--- config.mk ---
export PLATFORM = sky130hd
export DESIGN_NAME = vrt_cmp
export DESIGN_NICKNAME = d
export VERILOG_FILES = /design/src/design/virtual_region_tracker_defines.svh /design/src/design/vrt_pkg.sv /design/src/design/vrt_cmp.sv
export SDC_FILE = /design/constraint.sdc
export NUM_CORES = 1
export LEC_CHECK = 0
export BUFFER_PORTS_ARGS = -buffer_cell sky130_fd_sc_hd__buf_2
export CAP_MARGIN = 20
export CORE_MARGIN = 4
export CORE_UTILIZATION = 50
export DETAILED_ROUTE_END_ITERATION = 8
export PLACE_DENSITY = 0.82
export SLEW_MARGIN = 20
export SYNTH_ARGS = -nofsm -noshare
export SYNTH_HDL_FRONTEND = slang
export SYNTH_SLANG_ARGS = --single-unit
--- constraint.sdc ---
create_clock -name vclk -period 7.4
set_input_delay 1.11 -clock vclk [all_inputs]
set_output_delay 1.11 -clock vclk [all_outputs]
set_load 0.05 [all_outputs]
--- src/design/virtual_region_tracker_defines.svh ---
// ----------------------------------------------------------------------------
// Virtual region tracker assertion macros
// Shared concurrent assertion forms for the region tracker RTL.
// ----------------------------------------------------------------------------
`ifndef VIRTUAL_REGION_TRACKER_DEFINES_SVH
`define VIRTUAL_REGION_TRACKER_DEFINES_SVH

// Same-cycle implication, disabled while reset is asserted.
`define VRT_ASSERT_IMPL(label, clk, rst_n, ante, cons, msg) \
	label: assert property (@(posedge clk) disable iff (!rst_n) (ante) |-> (cons)) \
		else $error(msg);

// Next-cycle implication, disabled while reset is asserted.
`define VRT_ASSERT_NEXT(label, clk, rst_n, ante, cons, msg) \
	label: assert property (@(posedge clk) disable iff (!rst_n) (ante) |=> (cons)) \
		else $error(msg);

`endif

--- src/design/vrt_pkg.sv ---
// ----------------------------------------------------------------------------
// Virtual region tracker package
// Operation and status codes, table entry layout and protection translation.
// ----------------------------------------------------------------------------
`timescale 1ns / 1ps

package vrt_pkg;

	localparam int ADDR_W = 48;
	localparam int PROT_W = 16;

	// operation codes
	localparam logic [2:0] OP_ALLOC    = 3'd0;
	localparam logic [2:0] OP_RELEASE  = 3'd1;
	localparam logic [2:0] OP_DECOMMIT = 3'd2;
	localparam logic [2:0] OP_PROTECT  = 3'd3;
	localparam logic [2:0] OP_QUERY    = 3'd4;

	// status codes
	localparam logic [1:0] STATUS_OK      = 2'd0;
	localparam logic [1:0] STATUS_INVALID = 2'd1;
	localparam logic [1:0] STATUS_FULL    = 2'd2;

	// region states
	localparam logic [1:0] RSTATE_FREE    = 2'd0;
	localparam logic [1:0] RSTATE_RESERVE = 2'd1;
	localparam logic [1:0] RSTATE_COMMIT  = 2'd2;

	// page protection codes (low byte)
	localparam logic [7:0] PROT_NOACCESS  = 8'h01;
	localparam logic [7:0] PROT_READONLY  = 8'h02;
	localparam logic [7:0] PROT_READWRITE = 8'h04;
	localparam logic [7:0] PROT_WRITECOPY = 8'h08;
	localparam logic [7:0] PROT_EXECUTE   = 8'h10;
	localparam logic [7:0] PROT_EXEC_READ = 8'h20;
	localparam logic [7:0] PROT_EXEC_RW   = 8'h40;

	localparam logic [PROT_W-1:0] CODE_NOACCESS  = 16'h0001;
	localparam logic [PROT_W-1:0] CODE_READWRITE = 16'h0004;

	// span reported for an address that no region covers
	localparam logic [ADDR_W-1:0] UNTRACKED_SPAN = 48'h0000_0001_0000;

	// host permission bits
	localparam logic [2:0] HOST_NONE = 3'd0;
	localparam logic [2:0] HOST_R    = 3'd1;
	localparam logic [2:0] HOST_RW   = 3'd3;
	localparam logic [2:0] HOST_X    = 3'd4;
	localparam logic [2:0] HOST_RX   = 3'd5;
	localparam logic [2:0] HOST_RWX  = 3'd7;

	typedef struct packed {
		logic              valid;
		logic [ADDR_W-1:0] base;
		logic [ADDR_W-1:0] size;
		logic              committed;
		logic [PROT_W-1:0] protect;
	} entry_t;

	localparam int ENTRY_W = $bits(entry_t);

	// per-entry outcome of the shared compare unit
	typedef struct packed {
		logic contains;
		logic vacant;
		logic base_eq;
	} cmp_t;

	function automatic logic [2:0] host_bits(input logic [PROT_W-1:0] code);
		logic [2:0] bits;
		case (code[7:0])
			PROT_NOACCESS:  bits = HOST_NONE;
			PROT_READONLY:  bits = HOST_R;
			PROT_READWRITE: bits = HOST_RW;
			PROT_WRITECOPY: bits = HOST_RW;
			PROT_EXECUTE:   bits = HOST_X;
			PROT_EXEC_READ: bits = HOST_RX;
			PROT_EXEC_RW:   bits = HOST_RWX;
			default:        bits = HOST_RW;
		endcase
		return bits;
	endfunction

endpackage

--- src/design/vrt_cmp.sv ---
// ----------------------------------------------------------------------------
// Region entry compare unit
// Classifies one table entry against the lookup key and the release address.
// ----------------------------------------------------------------------------
`timescale 1ns / 1ps

module vrt_cmp (
	input  vrt_pkg::entry_t                 entry,
	input  logic [vrt_pkg::ADDR_W-1:0]      key,
	input  logic [vrt_pkg::ADDR_W-1:0]      addr,
	output vrt_pkg::cmp_t                   flags
);

	logic [vrt_pkg::ADDR_W:0] end_addr;

	// region end may pass the 48-bit space, so keep the carry
	assign end_addr = {1'b0, entry.base} + {1'b0, entry.size};

	assign flags.contains = entry.valid && (key >= entry.base) && ({1'b0, key} < end_addr);
	assign flags.vacant   = !entry.valid;
	assign flags.base_eq  = entry.valid && (entry.base == addr);

endmodule

==> After elaboration in Yosys (flattened, before gate mapping) <==
Cells that the tools add are included.
Widths: inputs -> output; s select.
{ "totals": {"reg_bits": 0, "inputBits": 210, "output_inout_bits": 3, "word_cells": 8} }
{ "op_classes": {"n_addsub": 1, "magnitude_cmp": 2, "eq_ne": 1, "n_reduce_logical": 4} }
{ "op_table": {"columns": ["op", "n"], "rows": [
  ["$add 48x48->49", 1],
  ["$lt 48x49->1", 1],
  ["$eq 48x48->1", 1],
  ["$ge 48x48->1", 1],
  ["$logic_and 1x1->1", 3],
  ["$logic_not 1->1", 1]
]} }

==> Depth between registers and ports, before layout <==
{ "logic_depth": {"ltp_word": 3, "ltp_mapped": 22, "ltp_nobuf": 22} }

==> Least setup slack after synthesis <==
Ideal clock, no wire load.
{ "synth_timing": {"path_type": "input port to output port", "from": "in entry[17] (netlist bit)", "to": "out flags[2] (netlist bit)", "arrival_time_ps": 5355, "required_ps": 6290, "slack_ps": 935, "cell_stages": 22, "path_buffers": 0, "path_cell_list": "ha_1 inv_1 fa_1 nand2b_1 a21oi_1 a31oi_1 o31ai_1 or2_1 a21oi_2 o31ai_1 a21oi_1 xor2_1 ha_1 a21o_1 a21o_1 a21oi_1 o21ai_0 nand3_1 a21boi_0 a2111oi_0 a211oi_1 a21oi_1"} }
{ "synth_rtl": {"columns": ["element", "line_no", "source"], "rows": [
  ["start, declared", "vrt_cmp.sv:8", "input vrt_pkg::entry_t entry,"],
  ["end, declared", "vrt_cmp.sv:11", "output vrt_pkg::cmp_t flags"]
]} }

==> flow_summary.json <==
{
  "status": "completed",
  "fmax_ghz": 0.142,
  "wire_per_inst_um": 17.6,
  "drtPass1Iterations": 5,
  "final.min_clock_period_ns": 7.04,
  "setup_slack_ns": 0.364,
  "grt_first_pass_wirelength_mm": 29.1,
  "boundaryPins": 213,
  "crit_type": "in -> out",
  "crit_buf_inv": 3,
  "ant_nets": 0,
  "hold_viol_final": 0,
  "grt_overflow": 0,
  "final_common_cell": "buf_2",
  "die_w_um": 112,
  "antenna_found_initial": 1,
  "tightest_slew_ns": 0.840,
  "pre_cts_ws_ns": 0.443,
  "whs_path_depth": 3,
  "multi_input_area_um2": 5110,
  "seq_area_um2": 0,
  "timing.final.crit_share": 0.951,
  "grt_use_total": 0.278,
  "synth_area_um2": 5420,
  "vias_per_cell": 5.87,
  "slew_violations": 0,
  "synth_area_per_cell_um2": 7.35,
  "relSlewSlack": 0.435,
  "hold_path.class": "in -> out",
  "wl_mm": 18.6,
  "dp_cells": 1056,
  "synth_area_leaders": "ha_1 33%, a21oi_1 7.8%, xor2_1 7.3%",
  "slowest_stage": "nor4_1",
  "path_delay_family": "compound AO/OA/AOI/OAI gates",
  "vias": 6209,
  "yosysTopAreaCell": "ha_1",
  "yosysWarnings": 0,
  "num-fill-cells": 988,
  "power.switching_uw": 313,
  "layoutNonFillerInstCount": 1057,
  "cp.depth": 22,
  "drc_errors": 0,
  "leakagePower_nw": 3.48,
  "vdd_ir_drop_max_uv": 44.1,
  "p_int_uw": 253,
  "p_seq_frac": 0,
  "power.clock.fraction": 0,
  "drive_gt1_frac": 0.229,
  "rsz0062_at_grt": "no",
  "cap_violations": 0,
  "power_uw": 566,
  "setup_tns_ns": 0,
  "synthDistinctLibCells": 56,
  "combPwrFrac": 1.000,
  "syn2layout_area_growth_pct": 20.5,
  "seq_cell_count": 0,
  "critPathMaxFanout": 3,
  "arrival_ns": 5.93,
  "coreArea_um2": 10400,
  "syn_inst": 737,
  "io_buffer_count": 196,
  "slowest_delay_ns": 0.45,
  "gp_congestion": 0.977,
  "cp_common_cell": "a21oi_1",
  "dp_hpwl_mm": 16.9,
  "layout_common_cells": "196 x buf_2, 143 x ha_1, 84 x a21oi_1",
  "synth_top_area_frac": 0.330,
  "post_cts.repair.setup_buffers": 0,
  "switching_share": 0.553,
  "start_util": 0.520,
  "setup_violations": 0,
  "crit_chain": "buf_2 > ha_1 > inv_1 > fa_1 > nand2b_1 > a21oi_1 > a31oi_1 > o311ai_1 > a21boi_1 > o31ai_2 > a21oi_1 > a21oi_1 > xnor2_1 > ha_1 > nand2_1 > or3_1 > nor4_1 > a21boi_0 > a2111oi_1 > a211oi_1 > a21oi_1 > buf_2",
  "power.density_nw_per_um2": 86.6,
  "critical_path.startpoint_type": "input port",
  "crit_required_ns": 6.29,
  "syn-num-nets": 1091,
  "die_area_um2": 12600,
  "nClkBuffers": 0,
  "grt_pass1_vias": 5982,
  "ys_seq_area_frac": 0,
  "drtIter0Drc": 388,
  "end_kind": "output port",
  "grt_max_degree": 11,
  "row_count": 37,
  "die_h_um": 112,
  "layout.nets": 1276
}
final timing paths:
check / slack (ns) / start / to
max: 0.36 / entry[65] / flags[2]
min: 2.58 / entry[113] / flags[1]
what timing repair did:
item	in CTS	in global routing
resized for setup	0	2
hold buffers	0	0
setup endpoints to repair	0	1
hold endpoints to repair	0	0
layout make-up:
type               instances  share of cell area
diodes                     1            0.000383
inverters                 64              0.0368
multi-input cells        657               0.783
well taps                136              0.0261
repair buffers           199               0.154
cells in the mapped netlist (5+ instances only):
cell type	count
a211oi_1	7
a21o_1	50
a21oi_1	84
a31oi_1	5
clkbuf_1	12
ha_1	143
inv_1	64
nand2_1	42
nand2b_1	7
nand3_1	12
nand4_1	29
nor2_1	33
nor2b_1	9
nor3_1	6
nor4_1	17
o211ai_1	10
o21a_1	15
o21ai_0	40
o21bai_1	8
xnor2_1	42
xor2_1	45
cells by family after synthesis:
logic type / after synthesis / share of synthesized area
compound gates: 260 / 0.314
xor+xnor: 87 / 0.141
fa+ha+maj: 144 / 0.334
simple gates: 166 / 0.155
buf+inv: 80 / 0.0563
stage by stage:
step / hold WS, ns / area [um^2] / util
3_5_place_dp: 2.57 / 6530 / 0.627
2_1_floorplan: 2.41 / 5420 / -
6_report: 2.58 / 6530 / 0.627
5_1_grt: 2.60 / 6530 / 0.627
4_1_cts: 2.57 / 6530 / 0.627
3_3_place_gp: 2.57 / 6530 / 0.627
power by group through the flow:
stage	registers, mW	logic, mW	clock network [mW]
6_report	0	0.566	0.0000000181
5_1_grt	0	0.636	0
4_1_cts	0	0.558	0
3_5_place_dp	0	0.554	0
3_3_place_gp	0	0.545	0
2_1_floorplan	0	0.381	0
routing by layer:
| layer | part of all wire | GRT usage | up-vias |
|---|---|---|---|
| li1 | - | - | 3112 |
| met1 | 0.43 | 0.367 | 2815 |
| met2 | 0.46 | 0.484 | 260 |
| met3 | 0.086 | 0.0496 | 20 |
| met4 | 0.017 | 0.0401 | 2 |
| met5 | 0.00070 | 0 | - |
Note: power is estimated with default switching activity, not from simulation.
