$ cat config.mk
export PLATFORM = sky130hd
export DESIGN_NAME = vrt_ram
export DESIGN_NICKNAME = d
export VERILOG_FILES = /design/src/design/virtual_region_tracker_defines.svh /design/src/design/vrt_ram.sv
export SDC_FILE = /design/constraint.sdc
export NUM_CORES = 1
export LEC_CHECK = 0
export BUFFER_PORTS_ARGS = -buffer_cell sky130_fd_sc_hd__buf_2
export CORE_UTILIZATION = 35
export CTS_CLUSTER_SIZE = 8
export DETAILED_ROUTE_END_ITERATION = 8
export PLACE_DENSITY = 0.52
export RECOVER_POWER = 100
export SYNTH_ARGS = -nofsm -noshare
export SYNTH_HDL_FRONTEND = slang
export SYNTH_SLANG_ARGS = --single-unit
$ cat constraint.sdc
create_clock -name clk -period 1.9 [get_ports clk]
set_input_delay 0.475 -clock clk [delete_from_list [all_inputs] [get_ports clk]]
set_output_delay 0.475 -clock clk [all_outputs]
set_load 0.05 [all_outputs]
$ cat src/design/virtual_region_tracker_defines.svh
// ----------------------------------------------------------------------------
// Virtual region tracker assertion macros
// Shared concurrent assertion forms for the region tracker RTL.
// ----------------------------------------------------------------------------
`ifndef VIRTUAL_REGION_TRACKER_DEFINES_SVH
`define VIRTUAL_REGION_TRACKER_DEFINES_SVH

// Same-cycle implication, disabled while reset is asserted.
`define VRT_ASSERT_IMPL(label, clk, rst_n, ante, cons, msg) \
	label: assert property (@(posedge clk) disable iff (!rst_n) (ante) |-> (cons)) \
		else $error(msg);

// Next-cycle implication, disabled while reset is asserted.
`define VRT_ASSERT_NEXT(label, clk, rst_n, ante, cons, msg) \
	label: assert property (@(posedge clk) disable iff (!rst_n) (ante) |=> (cons)) \
		else $error(msg);

`endif

$ cat src/design/vrt_ram.sv
// ----------------------------------------------------------------------------
// Generic RAM
// One write port, one read port with registered read data.
// ----------------------------------------------------------------------------
`timescale 1ns / 1ps

module vrt_ram #(
	parameter int WIDTH = 8,
	parameter int DEPTH = 16
) (
	input  logic                     clk,
	input  logic                     wr_en,
	input  logic [$clog2(DEPTH)-1:0] wr_addr,
	input  logic [WIDTH-1:0]         wr_data,
	input  logic [$clog2(DEPTH)-1:0] rd_addr,
	output logic [WIDTH-1:0]         rd_data
);

	logic [WIDTH-1:0] mem [DEPTH];
	logic [WIDTH-1:0] rd_data_q;

	always_ff @(posedge clk) begin
		if (wr_en) begin
			mem[wr_addr] <= wr_data;
		end
		rd_data_q <= mem[rd_addr];
	end

	assign rd_data = rd_data_q;

endmodule

======== Word-level counts from Yosys, hierarchy flattened ========
Memory sizes are Yosys's and may differ from the RTL's. A register that Yosys moved wholly into a read port is not among the register bits.
Cells that the tools add are included.
storage, ports and cells
  memories kept ........................... 1
  bits in writable memories ............... 128
  bits of input ports ..................... 18
  output and inout bits ................... 8
  register bits after elaboration ......... 0
cells by class
  muxes and demuxes ....................... 2
memories
  name  depth  bits a word  read ports  clocked after Yosys merged registers in  write ports  line           text
  mem   16     8            1           1                                        1            vrt_ram.sv:19  logic [WIDTH-1:0] mem [DEPTH];
operators with widths
  cell               number
  1-bit two-way mux  2

======== Depth between registers and ports, before layout ========
  depth in word-level cells ............... 2
  gate-level depth with buffers ........... 5

======== Least setup slack after synthesis ========
Ideal clock, no wire load.
  path kind ............................... in2reg
  start point ............................. input port wr_addr[2]
  end point ............................... memory mem[0][0], enable pin
  data required time ...................... 1.517 ns
  setup time .............................. 0.383 ns
  stages on the path ...................... 2
  setup slack ............................. -0.068 ns
  data arrival time ....................... 1.585 ns
  path through ............................ or3b_2 > nor3_1
RTL lines
  element      line           text
  from (decl)  vrt_ram.sv:13  input logic [$clog2(DEPTH)-1:0] wr_addr,
  to (decl)    vrt_ram.sv:19
No word-level cell before the write port.

======== Worst setup path after layout ========
  start point ............................. input port wr_addr[2]
  end point ............................... memory mem[0][6], enable pin
No word-level cell before the write port.

==> run_summary.xml <==
<?xml version="1.0" encoding="UTF-8"?>
<metrics>
  <group name="cells_and_area">
    <metric name="layout-drive-gt1-share" unit="%">21.0</metric>
    <metric name="finalNetCount" unit="">310</metric>
    <metric name="syn_to_final_growth" unit="%">20.8</metric>
    <metric name="finish.cell_count_without_fillers" unit="">485</metric>
    <metric name="antenna-diode-count" unit="">0</metric>
  </group>
  <group name="clocking">
    <metric name="number_of_setup_buffers_added_after_cts" unit="">0</metric>
    <metric name="cts_resized" unit="">0</metric>
    <metric name="cts-buffers-inserted" unit="">17</metric>
    <metric name="cts.htree.levels" unit="">4</metric>
    <metric name="count_of_hold_fix_buffers_inserted_at_cts" unit="">0</metric>
    <metric name="cts_root_buffer" unit="">sky130_fd_sc_hd__clkbuf_16</metric>
    <metric name="post_cts_clock_slew_at_the_launch_and_capture_registers_of_the_worst_setup_and_hold_paths" unit="ns">0.06</metric>
    <metric name="numClockSinks" unit="">136</metric>
    <metric name="clk-insertion-delay-late" unit="ns">0.40</metric>
    <metric name="cts_tree" unit="">done</metric>
    <metric name="clock_tree.buffer_depth" unit="">2</metric>
  </group>
  <group name="timing">
    <metric name="timing.slew.headroom" unit="%">45.7</metric>
    <metric name="fmaxAchievable" unit="MHz">587</metric>
    <metric name="maxSlewViolCount" unit="">0</metric>
    <metric name="grt_setup_unrepaired" unit="">false</metric>
    <metric name="finalSetupViolCount" unit="">0</metric>
    <metric name="finClkSkew" unit="ns">0.00752</metric>
    <metric name="finalSetupTns" unit="ns">0</metric>
    <metric name="post-route-worst-setup-slack" unit="ns">0.197</metric>
    <metric name="final_period_minus_worst_setup_slack" unit="ns">1.70</metric>
    <metric name="finalHoldViolations" unit="">0</metric>
    <metric name="hold_slack" unit="ns">0.599</metric>
    <metric name="worst-slew-pin-transition" unit="ns">0.812</metric>
    <metric name="final_min_period_over_clock_period" unit="%">89.6</metric>
  </group>
  <group name="place">
    <metric name="dp_hpwl" unit="mm">6.64</metric>
    <metric name="buffer_ports.inserted" unit="">25</metric>
    <metric name="pre_cts_slack" unit="ns">-0.103</metric>
    <metric name="dp.cells" unit="">453</metric>
    <metric name="place_congestion" unit="">0.712</metric>
  </group>
  <group name="routing">
    <metric name="via_cell_ratio" unit="">5.03</metric>
    <metric name="wirelength" unit="mm">10.1</metric>
    <metric name="first_pass_iters" unit="">4</metric>
    <metric name="antenna_viol_nets_final" unit="">0</metric>
    <metric name="wire_per_inst" unit="um">20.9</metric>
    <metric name="remaining_drc_errors" unit="">0</metric>
    <metric name="drt_first_iter_violations" unit="">170</metric>
    <metric name="routed-via-count" unit="">2441</metric>
  </group>
  <group name="floorplan">
    <metric name="rows" unit="">43</metric>
    <metric name="initial_utilization" unit="%">36.5</metric>
    <metric name="die_height" unit="um">123</metric>
    <metric name="die_width" unit="um">123</metric>
    <metric name="io-pin-count" unit="">26</metric>
    <metric name="core_region_area" unit="sq um">14100</metric>
    <metric name="fp.dieArea" unit="sq um">15200</metric>
  </group>
  <group name="synthesis">
    <metric name="synth_cell_type_count" unit="">19</metric>
    <metric name="syn-num-nets" unit="">247</metric>
    <metric name="postSynthRegisterBits" unit="">136</metric>
    <metric name="ys_top_cells_by_area" unit="">sky130_fd_sc_hd__edfxtp_1, sky130_fd_sc_hd__mux4_2, sky130_fd_sc_hd__mux4_1</metric>
    <metric name="netlist.area_leader.share" unit="%">74.7</metric>
    <metric name="yosysTopAreaCell" unit="">sky130_fd_sc_hd__edfxtp_1</metric>
    <metric name="synth_area_per_cell" unit="sq um">22.5</metric>
    <metric name="ys.warnings.count" unit="">0</metric>
    <metric name="synthCells" unit="">229</metric>
    <metric name="synth-seq-area-share" unit="%">77.8</metric>
    <metric name="syn-cell-area" unit="sq um">5150</metric>
  </group>
  <group name="worst_setup_path">
    <metric name="startpoint" unit="">wr_addr[2]</metric>
    <metric name="worstPathCellList" unit="">clkbuf_1 -&gt; or3b_2 -&gt; nor3_2 -&gt; clkbuf_1</metric>
    <metric name="reg2reg_from" unit="">mem[1][2]</metric>
    <metric name="slowest_stage" unit="">sky130_fd_sc_hd__or3b_2</metric>
    <metric name="cp-start-kind" unit="">input pin</metric>
    <metric name="worstPathBufferInverterCount" unit="">2</metric>
    <metric name="timing.critical_path.slowest_cell_delay" unit="ns">0.53</metric>
    <metric name="timing.critical_path.mode_cell" unit="">sky130_fd_sc_hd__clkbuf_1</metric>
    <metric name="worstSetupPathType" unit="">in -&gt; reg</metric>
    <metric name="crit_path_end_kind" unit="">flop</metric>
    <metric name="cp_top_family" unit="">simple AND/OR/NAND/NOR gates</metric>
    <metric name="cp_data_required_time" unit="ns">1.94</metric>
    <metric name="largest_driver_fanout_on_the_critical_path" unit="">8</metric>
    <metric name="timing.critical_path.arrival" unit="ns">1.74</metric>
  </group>
  <group name="pwr">
    <metric name="power_density" unit="nW/um^2">1170</metric>
    <metric name="p_total" unit="mW">7.24</metric>
    <metric name="vdd_drop_max" unit="mV">0.607</metric>
    <metric name="power.leakage" unit="nW">2.02</metric>
  </group>
  <group name="min_path">
    <metric name="min_path_type" unit="">in -&gt; reg</metric>
    <metric name="holdCritStartpoint" unit="">wr_data[1]</metric>
  </group>
  <group name="outcome">
    <metric name="result_of_the_run" unit="">complete, no violations</metric>
  </group>
  <group name="job">
    <metric name="count_of_max_cap_constraint_violations" unit="">0</metric>
  </group>
  <group name="global_route">
    <metric name="maximum_number_of_pins_on_one_net_before_global_route_repair" unit="">18</metric>
    <metric name="total_grt_overflow" unit="">0</metric>
    <metric name="track_usage" unit="%">14.9</metric>
    <metric name="antenna_found_initial" unit="">0</metric>
    <metric name="grt_pass1_wl" unit="mm">15.4</metric>
    <metric name="first_global_vias" unit="">2528</metric>
  </group>
</metrics>
[cell usage in the layout, fill, tap and decap left out, types with 3 or more instances in the layout]
cell / instances
sky130_fd_sc_hd__dfxtp_1: 8
sky130_fd_sc_hd__buf_12: 4
sky130_fd_sc_hd__buf_2: 7
sky130_fd_sc_hd__nor2_1: 13
sky130_fd_sc_hd__bufinv_16: 4
sky130_fd_sc_hd__edfxtp_1: 128
sky130_fd_sc_hd__nand2_1: 9
sky130_fd_sc_hd__mux4_1: 14
sky130_fd_sc_hd__nor3_1: 3
sky130_fd_sc_hd__clkbuf_1: 41
sky130_fd_sc_hd__mux4_2: 18
sky130_fd_sc_hd__clkbuf_16: 17
sky130_fd_sc_hd__clkbuf_8: 3
sky130_fd_sc_hd__clkinvlp_4: 3
sky130_fd_sc_hd__a22oi_1: 16
[Yosys cell counts]
library cell and number:
sky130_fd_sc_hd__nand3b_1 2, sky130_fd_sc_hd__buf_6 3, sky130_fd_sc_hd__nand2_1 9, sky130_fd_sc_hd__clkdlybuf4s25_2 3
sky130_fd_sc_hd__and2_1 1, sky130_fd_sc_hd__and2b_1 1, sky130_fd_sc_hd__nor2b_1 1, sky130_fd_sc_hd__buf_4 1
sky130_fd_sc_hd__edfxtp_1 128, sky130_fd_sc_hd__a22oi_1 16, sky130_fd_sc_hd__or3b_2 1, sky130_fd_sc_hd__nor2_1 13
sky130_fd_sc_hd__nand2b_1 2, sky130_fd_sc_hd__buf_2 3, sky130_fd_sc_hd__nor3_1 4, sky130_fd_sc_hd__nand3_1 1
sky130_fd_sc_hd__dfxtp_1 8, sky130_fd_sc_hd__mux4_1 14, sky130_fd_sc_hd__mux4_2 18
[path summary, 6_finish.rpt]
kind / endpoint / slack, ns / depth (start not counted)
worst max-delay path: mem[0][6] / 0.20 / 4
worst min-delay path: mem[6][1] / 0.60 / 1
worst max register to register: rd_data[2] / 0.46 / 3
worst min register to register: rd_data[2] / 0.67 / 3
[power by group]
group          switching, mW  internal (mW)  leakage [nW]  total (mW)
logic                  0.247          0.133         0.497       0.380
registers             0.0184           3.36          1.22        3.37
clock network           1.19           2.30         0.303        3.49
[state kept, by name, summed over array words and instances (netlist names)]
name / cells
rd_data: 8
mem: 128
[worst reg2reg max path, stage by stage, from the launching register on]
cell and delay (ns):
sky130_fd_sc_hd__edfxtp_1 0.35, sky130_fd_sc_hd__mux4_1 0.50, sky130_fd_sc_hd__a22oi_1 0.38, sky130_fd_sc_hd__nand2_1 0.09
[routing by layer]
metal / track usage [%] / part of all wire, %
met3: 4.52 / 4.9
met2: 22.1 / 47
met1: 21.1 / 48
met4: 4.29 / 0.73
met5: 0 / 0
[logic make-up (layout without fill, tap and decap cells)]
family	after synthesis	count (layout)	synth area share, %
DFF	136	136	77.8
and+or+nand+nor	35	35	3.18
muxes	32	32	15.0
AOI/OAI and AO/OA	16	16	2.33
buffers and inverters	10	86	1.68
[stage by stage]
step | util [%] | instance area (sq um)
final | 44.1 | 6220
after floorplan | - | 5150
after global routing | 44.1 | 6220
after CTS | 44.9 | 6320
after detailed placement | 40.3 | 5680
after global placement | 40.3 | 5680
[area by class of cell]
cell class	instances	area, sq um
Fill cell	1228	7880
Sequential cell	136	4000
Tap cell	180	225
Timing Repair Buffer	54	285
Clock buffer	21	470
Clock inverter	11	169
Multi-Input combinational cell	83	1060
No activity file was read; power rests on OpenSTA's default activity.
